File: config.mk
export PLATFORM = sky130hd
export DESIGN_NAME = xmodem_block_sender
export DESIGN_NICKNAME = d
export VERILOG_FILES = /design/src/rtl/core/xbs_pkg.sv /design/src/rtl/core/xbs_ram.sv /design/src/rtl/core/xbs_fifo.sv /design/src/rtl/core/xbs_front.sv /design/src/rtl/core/xbs_back.sv /design/src/rtl/core/xmodem_block_sender.sv
export SDC_FILE = /design/constraint.sdc
export NUM_CORES = 1
export LEC_CHECK = 0
export ABC_CLOCK_PERIOD_IN_PS = 8700
export CAP_MARGIN = 10
export CORE_UTILIZATION = 60
export DETAILED_ROUTE_END_ITERATION = 6
export DONT_BUFFER_PORTS = 1
export PLACE_DENSITY_LB_ADDON = 0.25
export SLEW_MARGIN = 20
export SYNTH_ARGS = -nofsm -noshare
export SYNTH_HDL_FRONTEND = slang
export SYNTH_SLANG_ARGS = --single-unit
File: constraint.sdc
create_clock -name clk -period 8.7 [get_ports clk]
set_input_delay 2.61 -clock clk [delete_from_list [all_inputs] [get_ports clk]]
set_output_delay 2.61 -clock clk [all_outputs]
set_load 0.02 [all_outputs]
File: src/rtl/core/xbs_pkg.sv
package xbs_pkg;

  localparam logic [7:0] SYM_SOH = 8'h01;
  localparam logic [7:0] SYM_EOT = 8'h04;
  localparam logic [7:0] SYM_ACK = 8'h06;
  localparam logic [7:0] SYM_NAK = 8'h15;
  localparam logic [7:0] SYM_CAN = 8'h18;
  localparam logic [7:0] SYM_C   = 8'h43;

  localparam logic [15:0] CRC_POLY = 16'h1021;

  localparam logic [1:0] ADDR_CHECKSUM_MODE = 2'd0;

  localparam logic [2:0] PHC_WAIT_START = 3'd0;
  localparam logic [2:0] PHC_LOAD       = 3'd1;
  localparam logic [2:0] PHC_SEND       = 3'd2;
  localparam logic [2:0] PHC_WAIT_ACK   = 3'd3;
  localparam logic [2:0] PHC_SEND_EOT   = 3'd4;
  localparam logic [2:0] PHC_DONE       = 3'd5;
  localparam logic [2:0] PHC_ERROR      = 3'd6;

  localparam logic [1:0] ERR_NONE     = 2'd0;
  localparam logic [1:0] ERR_CANCEL   = 2'd1;
  localparam logic [1:0] ERR_RESPONSE = 2'd2;
  localparam logic [1:0] ERR_REJECT   = 2'd3;

  typedef enum logic [1:0] {
    OP_PAYLOAD = 2'd0,
    OP_EOD     = 2'd1,
    OP_RX      = 2'd2,
    OP_PULL    = 2'd3
  } op_t;

  typedef enum logic [6:0] {
    PH_WAIT_START = 7'b0000001,
    PH_LOAD       = 7'b0000010,
    PH_SEND       = 7'b0000100,
    PH_WAIT_ACK   = 7'b0001000,
    PH_SEND_EOT   = 7'b0010000,
    PH_DONE       = 7'b0100000,
    PH_ERROR      = 7'b1000000
  } phase_t;

  typedef struct packed {
    op_t        op;
    logic [7:0] data;
    logic       rx_ack;
    logic       rx_nak;
    logic       rx_can;
    logic       rx_c;
  } cmd_t;

  typedef struct packed {
    logic       tx_valid;
    logic [7:0] tx_byte;
    logic [2:0] phase;
    logic [1:0] error_code;
  } res_t;

  function automatic logic [15:0] crc_byte(input logic [15:0] crc, input logic [7:0] b);
    logic [15:0] c;
    c = crc ^ {b, 8'h00};
    for (int k = 0; k < 8; k++) begin
      c = c[15] ? ({c[14:0], 1'b0} ^ CRC_POLY) : {c[14:0], 1'b0};
    end
    return c;
  endfunction

  function automatic logic [2:0] phase_code(input phase_t ph);
    logic [2:0] code;
    case (ph)
      PH_WAIT_START: code = PHC_WAIT_START;
      PH_LOAD:       code = PHC_LOAD;
      PH_SEND:       code = PHC_SEND;
      PH_WAIT_ACK:   code = PHC_WAIT_ACK;
      PH_SEND_EOT:   code = PHC_SEND_EOT;
      PH_DONE:       code = PHC_DONE;
      default:       code = PHC_ERROR;
    endcase
    return code;
  endfunction

endpackage

File: src/rtl/core/xbs_ram.sv
module xbs_ram #(
  parameter int WIDTH = 8,
  parameter int DEPTH = 128
) (
  input  logic                     clk,
  input  logic                     we,
  input  logic [$clog2(DEPTH)-1:0] waddr,
  input  logic [WIDTH-1:0]         wdata,
  input  logic [$clog2(DEPTH)-1:0] raddr,
  output logic [WIDTH-1:0]         rdata
);

  logic [WIDTH-1:0] mem [DEPTH];

  always_ff @(posedge clk) begin
    if (we) begin
      mem[waddr] <= wdata;
    end
    rdata <= mem[raddr];
  end

endmodule

File: src/rtl/core/xbs_fifo.sv
module xbs_fifo #(
  parameter int WIDTH = 8,
  parameter int DEPTH = 2
) (
  input  logic             clk,
  input  logic             rst_n,
  input  logic             push,
  input  logic [WIDTH-1:0] wr_data,
  output logic             full,
  input  logic             pop,
  output logic [WIDTH-1:0] rd_data,
  output logic             empty
);

  localparam int PW = (DEPTH > 1) ? $clog2(DEPTH) : 1;
  localparam int CW = $clog2(DEPTH + 1);

  logic [WIDTH-1:0] slot_r [DEPTH];
  logic [PW-1:0]    wr_ptr_r, wr_ptr_nxt;
  logic [PW-1:0]    rd_ptr_r, rd_ptr_nxt;
  logic [CW-1:0]    count_r, count_nxt;
  logic             do_push, do_pop;

  assign full    = (count_r == CW'(DEPTH));
  assign empty   = (count_r == '0);
  assign do_push = push && !full;
  assign do_pop  = pop && !empty;
  assign rd_data = slot_r[rd_ptr_r];

  always_comb begin
    wr_ptr_nxt = wr_ptr_r;
    rd_ptr_nxt = rd_ptr_r;
    count_nxt  = count_r;
    if (do_push) begin
      wr_ptr_nxt = (wr_ptr_r == PW'(DEPTH - 1)) ? '0 : wr_ptr_r + 1'b1;
    end
    if (do_pop) begin
      rd_ptr_nxt = (rd_ptr_r == PW'(DEPTH - 1)) ? '0 : rd_ptr_r + 1'b1;
    end
    if (do_push && !do_pop) begin
      count_nxt = count_r + 1'b1;
    end else if (do_pop && !do_push) begin
      count_nxt = count_r - 1'b1;
    end
  end

  always_ff @(posedge clk) begin
    if (!rst_n) begin
      wr_ptr_r <= '0;
      rd_ptr_r <= '0;
      count_r  <= '0;
    end else begin
      wr_ptr_r <= wr_ptr_nxt;
      rd_ptr_r <= rd_ptr_nxt;
      count_r  <= count_nxt;
    end
  end

  always_ff @(posedge clk) begin
    if (do_push) begin
      slot_r[wr_ptr_r] <= wr_data;
    end
  end

endmodule

File: src/rtl/core/xbs_front.sv
module xbs_front
  import xbs_pkg::*;
(
  input  logic [1:0] op,
  input  logic [7:0] payload_byte,
  input  logic [7:0] rx_byte,
  output cmd_t       cmd
);

  always_comb begin
    cmd.op     = op_t'(op);
    cmd.data   = payload_byte;
    cmd.rx_ack = (rx_byte == SYM_ACK);
    cmd.rx_nak = (rx_byte == SYM_NAK);
    cmd.rx_can = (rx_byte == SYM_CAN);
    cmd.rx_c   = (rx_byte == SYM_C);
  end

endmodule

File: src/rtl/core/xbs_back.sv
module xbs_back
  import xbs_pkg::*;
#(
  parameter int BLOCK_BYTES = 128
) (
  input  logic clk,
  input  logic rst_n,
  input  logic checksum_mode,
  input  logic cmd_valid,
  input  cmd_t cmd,
  output logic cmd_pop,
  input  logic res_full,
  output logic res_push,
  output res_t res
);

  localparam int POS_W  = $clog2(BLOCK_BYTES + 5);
  localparam int FILL_W = $clog2(BLOCK_BYTES + 1);
  localparam int AW     = $clog2(BLOCK_BYTES);

  localparam logic [POS_W-1:0] POS_DATA0 = POS_W'(3);
  localparam logic [POS_W-1:0] POS_CHK   = POS_W'(3 + BLOCK_BYTES);
  localparam logic [POS_W-1:0] POS_CRCLO = POS_W'(4 + BLOCK_BYTES);

  phase_t            phase_r, phase_nxt;
  logic [FILL_W-1:0] fill_count_r, fill_count_nxt;
  logic [POS_W-1:0]  send_pos_r, send_pos_nxt;
  logic [7:0]        block_num_r, block_num_nxt;
  logic              final_block_r, final_block_nxt;
  logic [15:0]       crc_r, crc_nxt;
  logic [7:0]        sum_r, sum_nxt;

  logic              go;
  logic              buf_we;
  logic [7:0]        buf_rdata;
  logic [POS_W-1:0]  data_idx;
  logic [POS_W-1:0]  rd_idx;
  logic [POS_W-1:0]  last_pos;
  logic [7:0]        frame_byte;

  assign go       = cmd_valid && !res_full;
  assign cmd_pop  = go;
  assign res_push = go;
  assign data_idx = send_pos_r - POS_DATA0;
  assign rd_idx   = send_pos_nxt - POS_DATA0;
  assign last_pos = checksum_mode ? POS_CRCLO : POS_CHK;

  xbs_ram #(
    .WIDTH(8),
    .DEPTH(BLOCK_BYTES)
  ) u_buf (
    .clk  (clk),
    .we   (buf_we),
    .waddr(fill_count_r[AW-1:0]),
    .wdata(cmd.data),
    .raddr(rd_idx[AW-1:0]),
    .rdata(buf_rdata)
  );

  always_comb begin
    phase_nxt       = phase_r;
    fill_count_nxt  = fill_count_r;
    send_pos_nxt    = send_pos_r;
    block_num_nxt   = block_num_r;
    final_block_nxt = final_block_r;
    crc_nxt         = crc_r;
    sum_nxt         = sum_r;
    buf_we          = 1'b0;
    frame_byte      = 8'h00;
    res.tx_valid    = 1'b0;
    res.tx_byte     = 8'h00;
    res.error_code  = ERR_NONE;

    if (send_pos_r == '0) begin
      frame_byte = SYM_SOH;
    end else if (send_pos_r == POS_W'(1)) begin
      frame_byte = block_num_r;
    end else if (send_pos_r == POS_W'(2)) begin
      frame_byte = ~block_num_r;
    end else if (send_pos_r < POS_CHK) begin
      frame_byte = (data_idx < POS_W'(fill_count_r)) ? buf_rdata : 8'h00;
    end else if (send_pos_r == POS_CHK) begin
      frame_byte = checksum_mode ? crc_r[15:8] : sum_r;
    end else begin
      frame_byte = crc_r[7:0];
    end

    if (go) begin
      case (phase_r)
        PH_WAIT_START: begin
          if (cmd.op == OP_RX) begin
            if ((!checksum_mode && cmd.rx_nak) || (checksum_mode && cmd.rx_c)) begin
              phase_nxt = PH_LOAD;
            end
          end else begin
            res.error_code = ERR_REJECT;
          end
        end
        PH_LOAD: begin
          if (cmd.op == OP_PAYLOAD) begin
            buf_we         = 1'b1;
            fill_count_nxt = fill_count_r + 1'b1;
            if (fill_count_nxt >= FILL_W'(BLOCK_BYTES)) begin
              send_pos_nxt = '0;
              phase_nxt    = PH_SEND;
            end
          end else if (cmd.op == OP_EOD) begin
            final_block_nxt = 1'b1;
            if (fill_count_r == '0) begin
              phase_nxt = PH_SEND_EOT;
            end else begin
              send_pos_nxt = '0;
              phase_nxt    = PH_SEND;
            end
          end else begin
            res.error_code = ERR_REJECT;
          end
        end
        PH_SEND: begin
          if (cmd.op == OP_PULL) begin
            res.tx_valid = 1'b1;
            res.tx_byte  = frame_byte;
            if (send_pos_r == '0) begin
              crc_nxt = '0;
              sum_nxt = '0;
            end else if (send_pos_r >= POS_DATA0 && send_pos_r < POS_CHK) begin
              crc_nxt = crc_byte(crc_r, frame_byte);
              sum_nxt = sum_r + frame_byte;
            end
            if (send_pos_r >= last_pos) begin
              send_pos_nxt = '0;
              phase_nxt    = PH_WAIT_ACK;
            end else begin
              send_pos_nxt = send_pos_r + 1'b1;
            end
          end else begin
            res.error_code = ERR_REJECT;
          end
        end
        PH_WAIT_ACK: begin
          if (cmd.op == OP_RX) begin
            if (cmd.rx_ack) begin
              block_num_nxt  = block_num_r + 1'b1;
              fill_count_nxt = '0;
              send_pos_nxt   = '0;
              phase_nxt      = final_block_r ? PH_SEND_EOT : PH_LOAD;
            end else if (cmd.rx_nak) begin
              send_pos_nxt = '0;
              phase_nxt    = PH_SEND;
            end else if (cmd.rx_can) begin
              phase_nxt      = PH_ERROR;
              res.error_code = ERR_CANCEL;
            end else begin
              phase_nxt      = PH_ERROR;
              res.error_code = ERR_RESPONSE;
            end
          end else begin
            res.error_code = ERR_REJECT;
          end
        end
        PH_SEND_EOT: begin
          if (cmd.op == OP_PULL) begin
            res.tx_valid = 1'b1;
            res.tx_byte  = SYM_EOT;
            phase_nxt    = PH_DONE;
          end else begin
            res.error_code = ERR_REJECT;
          end
        end
        PH_DONE: begin
          res.error_code = ERR_REJECT;
        end
        default: begin
          phase_nxt      = PH_ERROR;
          res.error_code = ERR_REJECT;
        end
      endcase
    end

    res.phase = phase_code(phase_nxt);
  end

  always_ff @(posedge clk) begin
    if (!rst_n) begin
      phase_r       <= PH_WAIT_START;
      fill_count_r  <= '0;
      send_pos_r    <= '0;
      block_num_r   <= 8'd1;
      final_block_r <= 1'b0;
      crc_r         <= '0;
      sum_r         <= '0;
    end else begin
      phase_r       <= phase_nxt;
      fill_count_r  <= fill_count_nxt;
      send_pos_r    <= send_pos_nxt;
      block_num_r   <= block_num_nxt;
      final_block_r <= final_block_nxt;
      crc_r         <= crc_nxt;
      sum_r         <= sum_nxt;
    end
  end

  a_pos_only_in_send: assert property (@(posedge clk) disable iff (!rst_n)
    (send_pos_r != '0) |-> (phase_r == PH_SEND))
    else $error("Frame position is nonzero outside the send phase.");

  a_fill_bound: assert property (@(posedge clk) disable iff (!rst_n)
    fill_count_r <= FILL_W'(BLOCK_BYTES))
    else $error("Fill count exceeds the block size.");

  a_pos_bound: assert property (@(posedge clk) disable iff (!rst_n)
    send_pos_r <= POS_CRCLO)
    else $error("Frame position runs past the end of the frame.");

  a_tx_from_send: assert property (@(posedge clk) disable iff (!rst_n)
    (go && res.tx_valid) |-> (phase_r == PH_SEND || phase_r == PH_SEND_EOT))
    else $error("A byte was transmitted outside a send phase.");

  a_wait_ack_after_frame: assert property (@(posedge clk) disable iff (!rst_n)
    (go && phase_r == PH_SEND && cmd.op == OP_PULL && send_pos_r >= last_pos)
    |=> (phase_r == PH_WAIT_ACK && send_pos_r == '0))
    else $error("Frame end did not move to the acknowledge wait.");

endmodule

File: src/rtl/core/xmodem_block_sender.sv
// Channel  | Ports                                              | Handshake
// ---------+----------------------------------------------------+------------------------------
// input    | in_op, in_payload_byte, in_rx_byte                 | push, full
// result   | out_tx_valid, out_tx_byte, out_phase, out_error_code | empty, pop
// config   | paddr, pwdata, prdata                              | psel, penable, pwrite, pready
//
// One item is accepted per cycle while full is low and yields exactly one result item.
// An accepted item waits in the command queue until the frame sequencer takes it, and its result
// is registered in the result queue, from which it can be popped; the frame sequencer reads
// the block buffer RAM one byte ahead of each pull.
// Reset is synchronous and active low; the block buffer is not cleared.
// full rises when the two-entry command queue is full; the sequencer stalls
// while the two-entry result queue is full.
module xmodem_block_sender
  import xbs_pkg::*;
#(
  parameter int BLOCK_BYTES = 128
) (
  input  logic        clk,
  input  logic        rst_n,
  input  logic        push,
  output logic        full,
  input  logic [1:0]  in_op,
  input  logic [7:0]  in_payload_byte,
  input  logic [7:0]  in_rx_byte,
  output logic        empty,
  input  logic        pop,
  output logic        out_tx_valid,
  output logic [7:0]  out_tx_byte,
  output logic [2:0]  out_phase,
  output logic [1:0]  out_error_code,
  input  logic        psel,
  input  logic        penable,
  input  logic        pwrite,
  input  logic [1:0]  paddr,
  input  logic [31:0] pwdata,
  output logic [31:0] prdata,
  output logic        pready
);

  logic checksum_mode_r, checksum_mode_nxt;
  cmd_t in_cmd, q_cmd;
  logic q_empty, q_pop;
  logic res_full, res_push;
  res_t back_res, out_res;

  assign pready = 1'b1;
  assign prdata = (paddr == ADDR_CHECKSUM_MODE) ? {31'd0, checksum_mode_r} : 32'd0;

  always_comb begin
    checksum_mode_nxt = checksum_mode_r;
    if (psel && penable && pwrite && pready && paddr == ADDR_CHECKSUM_MODE) begin
      checksum_mode_nxt = pwdata[0];
    end
  end

  always_ff @(posedge clk) begin
    if (!rst_n) begin
      checksum_mode_r <= 1'b0;
    end else begin
      checksum_mode_r <= checksum_mode_nxt;
    end
  end

  xbs_front u_front (
    .op          (in_op),
    .payload_byte(in_payload_byte),
    .rx_byte     (in_rx_byte),
    .cmd         (in_cmd)
  );

  xbs_fifo #(
    .WIDTH($bits(cmd_t)),
    .DEPTH(2)
  ) u_cmd_q (
    .clk    (clk),
    .rst_n  (rst_n),
    .push   (push),
    .wr_data(in_cmd),
    .full   (full),
    .pop    (q_pop),
    .rd_data(q_cmd),
    .empty  (q_empty)
  );

  xbs_back #(
    .BLOCK_BYTES(BLOCK_BYTES)
  ) u_back (
    .clk          (clk),
    .rst_n        (rst_n),
    .checksum_mode(checksum_mode_r),
    .cmd_valid    (!q_empty),
    .cmd          (q_cmd),
    .cmd_pop      (q_pop),
    .res_full     (res_full),
    .res_push     (res_push),
    .res          (back_res)
  );

  xbs_fifo #(
    .WIDTH($bits(res_t)),
    .DEPTH(2)
  ) u_res_q (
    .clk    (clk),
    .rst_n  (rst_n),
    .push   (res_push),
    .wr_data(back_res),
    .full   (res_full),
    .pop    (pop),
    .rd_data(out_res),
    .empty  (empty)
  );

  assign out_tx_valid   = out_res.tx_valid;
  assign out_tx_byte    = out_res.tx_byte;
  assign out_phase      = out_res.phase;
  assign out_error_code = out_res.error_code;

endmodule

==> metrics.md, run 1 <==
| Metric | Value |
|---|---|
| CTS max path bufs | 3 |
| Max-slew headroom | 0.317 |
| Fill cell count | just under 5,000 |
| Sw power | about 2800 uW |
| WP data required | 9.27 ns |
| Mean Syn Cell Area | 18.1 um2 |
| P_leak | 0.0167 uW |
| Post-CTS Setup Bufs | 0 |
| Sequential group share of total power | 0.527 |
| Die height | 283 um |
| CTS root buf | clkbuf_16 |
| TNS Setup | 0 ns |
| Largest net degree at the start of global routing | approximately 120 |
| FMAX | 159 MHz |
| Pwr Density | between 200 and 250 mW/mm2 |
| Area growth from synthesis to layout | 9.87% |
| Worst-Skew Late Latency | around 0.68 ns |
| Reg2Reg Setup Slack | 2.40 ns |
| Die Footprint | 0.0801 mm2 |
| IO Count | 108 |
| CTS tree | done |
| Worst Path Max Fanout | 47 |
| Count of cell types in the netlist | 87 |
| Drt pass-1 iters | 5 |
| Layout cell share with drive strength beyond 1 | 0.194 |
| GP Congestion | 0.909 |
| Startpoint types | flop |
| Status | finished clean |
| Gate power share | 0.075 |
| VDD IR max | around 170 uV |
| PortBufs | 0 |
| GRT Total Usage | 0.263 |
| Commonest cells after routing, fill and taps aside | edfxtp_1, mux4_2, nor2_1 |
| Worst Max-Slew Pin Slew | 1.02 ns |
| Clock power frac | 0.398 |
| Net Sw Frac | 0.223 |
| # DRC | 0 |
| Core Region | between 0.07 and 0.08 mm2 |
| Die Wd | approximately 280 um |
| Final period utilization | 0.724 |
| Worst Path Arrival | 6.87 ns |
| Post-DP HPWL | ~62,000 um |
| Post-Layout Inst Area | around 0.052 mm2 |
| Synth warn | 0 |
| Vias | 24,600 |
| Clock sinks | 1,155 |
| Detailed Route Iter0 Violations | 3,054 |
| Fin crit period | approximately 6.3 ns |
| Final Setup Violations | 0 |
| Worst min path class | reg2reg |
| Number of vias per cell | 6.56 |
| Post-cts sizing count | 0 |
| CTS Buf Count | ~110 |
| Footprint of the multi-input gates | 0.0126 mm2 |
| First-pass GRT wire length | 157,000 um |
| Max Slew Vio Count | 0 |
| Ys flop type | edfxtp_1 |
| Final global-route overflow total | 0 |
| Maxcap violations | 0 |
| Layout Nets | 2,712 |
| Post-synth ARST share | 0 |
| Place WS | 2.41 ns |
| Post-Syn Area | 0.0474 mm2 |
| Flops & latches, synth | 1,155 |
| Synthesized instance count | 2,617 |
| Clk slew on worst S/H paths | 0.06 ns |
| FF/Latch Area | 0.0339 mm2 |
| CTS H-tree depth | 3 |
| P_int | 9770 uW |
| Antenna Violating Nets Remaining | 0 |
| FP Rows | 102 |
| Seq/Total Area, Yosys | 0.716 |
| Final Worst Setup Slack | 2.40 ns |
| Crit end category | flop |
| # diodes | 0 |
| Dpl cell area | approximately 0.048 mm2 |
| Endpoints failing hold | 0 |
| Post-synth EDFFs | ~1,100 |
| Final Skew | 0.0201 ns |
| Initial Util | 0.609 |
| Most common cell after layout, fill and taps aside | edfxtp_1 |
| Crit Path Class | reg2reg |
| WL final | 104,000 um |
| Initial antenna violation count | 1 |
| RSZ-0062 raised after global routing | false |
| WL/cell | 27.6 um |
| Vias in the first global route | between 20,000 and 25,000 |
| CTS Hold Buffers Added | 0 |
[final timing paths]
check	startpoint	endpoint	cells after the start
worst max-delay path	checksum_mode_r$_SDFFE_PN0P_	u_back.u_buf.rdata[0]$_DFF_P_	14
worst min-delay path	u_back.sum_r[6]$_SDFFE_PN0P_	u_back.sum_r[6]$_SDFFE_PN0P_	2
worst max register to register	checksum_mode_r$_SDFFE_PN0P_	u_back.u_buf.rdata[0]$_DFF_P_	14
worst min register to register	u_back.sum_r[6]$_SDFFE_PN0P_	u_back.sum_r[6]$_SDFFE_PN0P_	2
[cells in the mapped netlist, types with 5 or more instances]
master,number,share of area
a211oi_1,19,0.0030
a21boi_0,7,0.0011
a21o_1,8,0.0013
a21oi_1,24,0.0025
a221oi_1,16,0.0030
a22oi_1,6,0.00095
a31oi_1,13,0.0017
a32o_1,16,0.0034
and2_1,32,0.0042
and3_1,12,0.0016
buf_2,25,0.0026
buf_4,56,0.0089
clkbuf_1,78,0.0062
dfxtp_1,75,0.032
edfxtp_1,1080,0.68
ha_1,26,0.0069
inv_1,33,0.0026
mux2_2,25,0.0059
mux2i_1,62,0.013
mux4_2,272,0.13
nand2_1,176,0.014
nand2b_1,7,0.00092
nand3_1,57,0.0060
nand3b_1,5,0.00079
nand4_1,16,0.0021
nor2_1,195,0.015
nor2b_1,16,0.0021
nor3_1,17,0.0018
o211ai_1,6,0.00095
o21a_1,6,0.00095
o21ai_0,39,0.0041
o221ai_1,6,0.0011
o22ai_1,20,0.0026
or3_1,6,0.00079
or4_1,5,0.00079
xnor2_1,43,0.0080
xor2_1,18,0.0033
[critical path: stages (launching register included)]
cell      delay (ns)
dfxtp_1         0.91
inv_1           0.26
ha_1            0.36
nor3b_1         0.19
o211ai_1        0.27
a211oi_1        0.70
a21boi_1        0.29
a21o_1          0.49
xnor2_4         0.33
buf_4           0.73
buf_4           0.48
mux2i_1         0.15
a221oi_1        0.45
o22ai_1         0.30
a211oi_1        0.26
[kinds of logic after synthesis]
group	count (synthesis)	share of synthesized area
and+or+nand+nor	582	0.0581
muxes	359	0.148
adders and majority gates	28	0.00750
buffers and inverters	200	0.0216
xor gates and xnor gates	65	0.0129
AOI/OAI and AO/OA	226	0.0349
DFF	1155	0.716
other	2	0.000159
[metrics by stage]
step	instances	hold WS, ns	total power [uW]	util
6_report	3758	0.492	12600	0.670
5_1_grt	3758	0.518	12900	0.670
4_1_cts	3758	0.491	12600	0.670
3_5_place_dp	3553	0.483	7680	0.621
3_3_place_gp	3553	0.473	7610	0.621
2_1_floorplan	2647	0.450	7340	-
[state kept, by name (all words and copies together), names as in the netlist, 2 cells and up, named ones only]
name	flops
u_back.u_buf.mem	1024
u_cmd_q.slot_r	28
u_res_q.slot_r	28
u_back.crc_r	16
u_back.block_num_r	8
u_back.fill_count_r	8
u_back.send_pos_r	8
u_back.sum_r	8
u_back.u_buf.rdata	8
u_back.phase_r	7
u_cmd_q.count_r	2
u_res_q.count_r	2
[final cells by class]
cell class                      count  area share
Sequential cell                  1155       0.652
Timing Repair Buffer               33     0.00524
Clock buffer                      146      0.0573
Clock inverter                     59      0.0157
Inverter                           33     0.00238
Multi-Input combinational cell   1292       0.242
Tap cell                         1040      0.0250
[power groups by stage]
stage / Combinational, uW / Clock, uW / Sequential, uW
after detailed placement: 934 / 0 / 6750
after floorplan: 599 / 0 / 6740
after global placement: 865 / 0 / 6740
after CTS: 937 / 5040 / 6630
final: 938 / 5000 / 6630
after global routing: 1020 / 5260 / 6640
[per-layer routing]
metal | GRT usage | part of all wire | vias up
li1 | - | - | 10400
met1 | 0.378 | 0.40 | 12700
met2 | 0.413 | 0.48 | 1253
met3 | 0.0445 | 0.088 | 213
met4 | 0.0928 | 0.033 | 2
met5 | 0 | 0.00013 | -
No activity file was read; power rests on OpenSTA's default activity.
==> run 2: changes to the inputs <==
--- a/config.mk
+++ b/config.mk
@@ -5,7 +5,7 @@
 export SDC_FILE = /design/constraint.sdc
 export NUM_CORES = 1
 export LEC_CHECK = 0
-export ABC_CLOCK_PERIOD_IN_PS = 8700
+export ABC_CLOCK_PERIOD_IN_PS = 5960
 export CAP_MARGIN = 10
 export CORE_UTILIZATION = 60
 export DETAILED_ROUTE_END_ITERATION = 6
==> constraint.sdc (replaced) <==
create_clock -name clk -period 5.96 [get_ports clk]
set_input_delay 1.788 -clock clk [delete_from_list [all_inputs] [get_ports clk]]
set_output_delay 1.788 -clock clk [all_outputs]
set_load 0.02 [all_outputs]
==> metrics.md, run 2 (synthesized netlist as in run 1, its figures left out) <==
| Metric | Value |
|---|---|
| FP Rows | 102 (unchanged) |
| Top cell family by delay on the critical path | compound AO/OA/AOI/OAI gates (unchanged) |
| Crit-path cells | inv_1 > ha_1 > nor3b_1 > o211ai_1 > a211oi_1 > o22ai_4 > inv_1 > ha_4 > buf_4 > mux4_2 > mux2i_1 > a221oi_1 > o22ai_1 > a211oi_1 (was inv_1 > ha_1 > nor3b_1 > o211ai_1 > a211oi_1 > a21boi_1 > a21o_1 > xnor2_4 > buf_4 > buf_4 > mux2i_1 > a221oi_1 > o22ai_1 > a211oi_1) |
| Worst Path Arrival | 5.92 ns (was 6.87 ns) |
| # DRC | 0 (unchanged) |
| Final Setup Violations | 0 (unchanged) |
| CP endpoint | u_back.u_buf.rdata[1]$_DFF_P_ (was u_back.u_buf.rdata[0]$_DFF_P_) |
| Detailed Route Iter0 Violations | 2,601 (was 3,054) |
| Reg2Reg Setup Slack | 0.61 ns (was 2.40 ns) |
| Crit Path Class | reg2reg (unchanged) |
| Initial Util | 0.609 (unchanged) |
| Max-slew headroom | 0.295 (was 0.317) |
| Most common cell after layout, fill and taps aside | edfxtp_1 (unchanged) |
| Commonest cells after routing, fill and taps aside | edfxtp_1, mux4_2, nor2_1 (unchanged) |
| Layout Nets | 2,730 (was 2,712) |
| Vias in the first global route | 24,900 (was 24,700) |
| Vias | 24,600 (about the same) |
| Reg2reg end | u_back.u_buf.rdata[1]$_DFF_P_ (was u_back.u_buf.rdata[0]$_DFF_P_) |
| GP Congestion | 0.896 (was 0.909) |
| CTS Buf Count | 110 (was 111) |
| Worst Path Max Fanout | 31 (was 47) |
| WL final | 104,000 um (about the same) |
| Drt pass-1 iters | 6 (was 5) |
| Number of vias per cell | 6.51 (was 6.56) |
| Max incr delay on CP | 0.72 ns (was 0.91 ns) |
| First-pass GRT wire length | 157,000 um (about the same) |
| Worst Max-Slew Pin Slew | 1.06 ns (was 1.02 ns) |
| GRT Total Usage | 0.263 (about the same) |
| Post-cts sizing count | 0 (unchanged) |
| Final global-route overflow total | 0 (unchanged) |
| Die Footprint | 0.0801 mm2 (unchanged) |
| Pwr Density | 343 mW/mm2 (was 242 mW/mm2) |
| Post-Layout Inst Area | 0.0519 mm2 (was 0.0520 mm2) |
| Fin cells | 3,778 (was 3,758) |
| Layout cell share with drive strength beyond 1 | 0.199 (was 0.194) |
| PortBufs | 0 (unchanged) |
| CTS Hold Buffers Added | 0 (unchanged) |
| VDD IR max | 218 uV (was 170 uV) |
| CTS max path bufs | 3 (unchanged) |
| Top reg by flops | u_back.u_buf.mem (unchanged) |
| P_leak | 0.0167 uW (about the same) |
| Dpl cells | 3,572 (was 3,553) |
| Core Region | 0.0777 mm2 (unchanged) |
| Worst min-delay path startpoint | u_back.sum_r[7]$_SDFFE_PN0P_ (was u_back.sum_r[6]$_SDFFE_PN0P_) |
| GRT busiest layer | met2 (unchanged) |
| R2R cell count | 14 (unchanged) |
| Hold_ws | 0.489 ns (was 0.492 ns) |
| Crit path from | u_back.send_pos_r[0]$_SDFF_PN0_ (was checksum_mode_r$_SDFFE_PN0P_) |
| Initial antenna violation count | 1 (unchanged) |
| WL/cell | 27.6 um (about the same) |
| IO Count | 108 (unchanged) |
| Max Slew Vio Count | 0 (unchanged) |
| TNS Setup | 0 ns (unchanged) |
| Final period utilization | 0.898 (was 0.724) |
| GRT met2 Usage | 0.416 (was 0.413) |
| CTS root buf | clkbuf_16 (unchanged) |
| Slowest cell on the critical path | a211oi_1 (was dfxtp_1) |
| Antenna Violating Nets Remaining | 0 (unchanged) |
| Dpl cell area | 0.0484 mm2 (was 0.0482 mm2) |
| Maxcap violations | 0 (unchanged) |
| Worst min path class | reg2reg (unchanged) |
| Area growth from synthesis to layout | 9.56% (was 9.87%) |
| Largest net degree at the start of global routing | 108 (was 119) |
| Min-Delay Path Depth | 2 (unchanged) |
| Startpoint types | flop (unchanged) |
| Clk slew on worst S/H paths | 0.06 ns (about the same) |
| GR Util met3 | 0.0463 (was 0.0445) |
| Die height | 283 um (unchanged) |
| Met1 usage | 0.372 (was 0.378) |
| Reg2reg start | u_back.send_pos_r[0]$_SDFF_PN0_ (was checksum_mode_r$_SDFFE_PN0P_) |
| Final Skew | 0.0155 ns (was 0.0201 ns) |
| WP data required | 6.53 ns (was 9.27 ns) |
| Post-CTS Setup Bufs | 0 (unchanged) |
| FMAX | 187 MHz (was 159 MHz) |
| Endpoints failing hold | 0 (unchanged) |
| Post-DP HPWL | 62,900 um (was 61,600 um) |
| Worst-Skew Late Latency | 0.67 ns (was 0.68 ns) |
| Largest register FFs | 1,024 (unchanged) |
| Largest registers | u_back.u_buf.mem: 1024 flops, u_cmd_q.slot_r: 28 flops, u_res_q.slot_r: 28 flops (unchanged) |
| Buffers & Inverters on Critical Path | 3 (unchanged) |
| Crit end category | flop (unchanged) |
| Die Wd | 283 um (unchanged) |
| Fin crit period | 5.35 ns (was 6.30 ns) |
| Status | finished clean (unchanged) |
| Critical path depth | 14 (unchanged) |
| Clock sinks | 1,155 (unchanged) |
| CTS tree | done (unchanged) |
| RSZ-0062 raised after global routing | false (unchanged) |
| CTS H-tree depth | 3 (unchanged) |
-- run 2: cell types whose count changed in the layout (fill, tap and decap cells not counted), sizes merged --
cell,before,now
buf,33,52
bufinv,20,6
clkbuf,146,142
clkinv,34,45
clkinvlp,3,7
diode,0,1
inv,35,38
-- run 2: worst min-delay path by stage --
stage / to
2_1_floorplan: u_back.sum_r[7]$_SDFFE_PN0P_
3_3_place_gp: u_back.final_block_r$_SDFFE_PN0P_
3_5_place_dp: u_back.sum_r[7]$_SDFFE_PN0P_
4_1_cts: u_back.sum_r[7]$_SDFFE_PN0P_
5_1_grt: u_back.crc_r[12]$_SDFFE_PN0P_
6_report: u_back.sum_r[7]$_SDFFE_PN0P_
-- run 2: layer usage --
metal  up-vias  part of all wire  wire (um)
met5         -           0.00012         13
met4         2             0.033       3440
met3       199             0.087       9060
met2      1240              0.49      51000
met1     12700              0.39      40900
li1      10500                 -          -
-- run 2: worst reg2reg max path, cell delays in order, from the launching register on --
cell,delay (ns)
dfxtp_1,0.51
inv_1,0.15
ha_1,0.29
nor3b_1,0.22
o211ai_1,0.26
a211oi_1,0.72
o22ai_4,0.22
inv_1,0.16
ha_4,0.55
buf_4,0.48
mux4_2,0.29
mux2i_1,0.07
a221oi_1,0.71
o22ai_1,0.35
a211oi_1,0.29
-- run 2: metrics by stage --
step	utilization	setup slack [ns]	total power, uW
finish	0.668	0.607	17800
CTS	0.668	0.747	17900
global route	0.668	0.330	18300
detailed placement	0.623	0.803	11200
global placement	0.623	0.830	11100
floorplan	-	1.10	10700
-- run 2: layout make-up --
type	count	area (um2)
Inverter	33	124
Fill cell	4870	25800
Timing Repair Buffer	52	453
Tap cell	1040	1300
Multi-Input combinational cell	1292	12600
Clock inverter	63	492
Sequential cell	1155	33900
Clock buffer	142	2980
Antenna cell	1	2.50
-- run 2: power by group --
part / leakage (uW) / internal [uW] / switching (uW)
sequential: 0.0103 / 9620 / 66.5
clock: 0.00169 / 3780 / 2930
combinational: 0.00467 / 277 / 1110
total: 0.0167 / 13700 / 4110
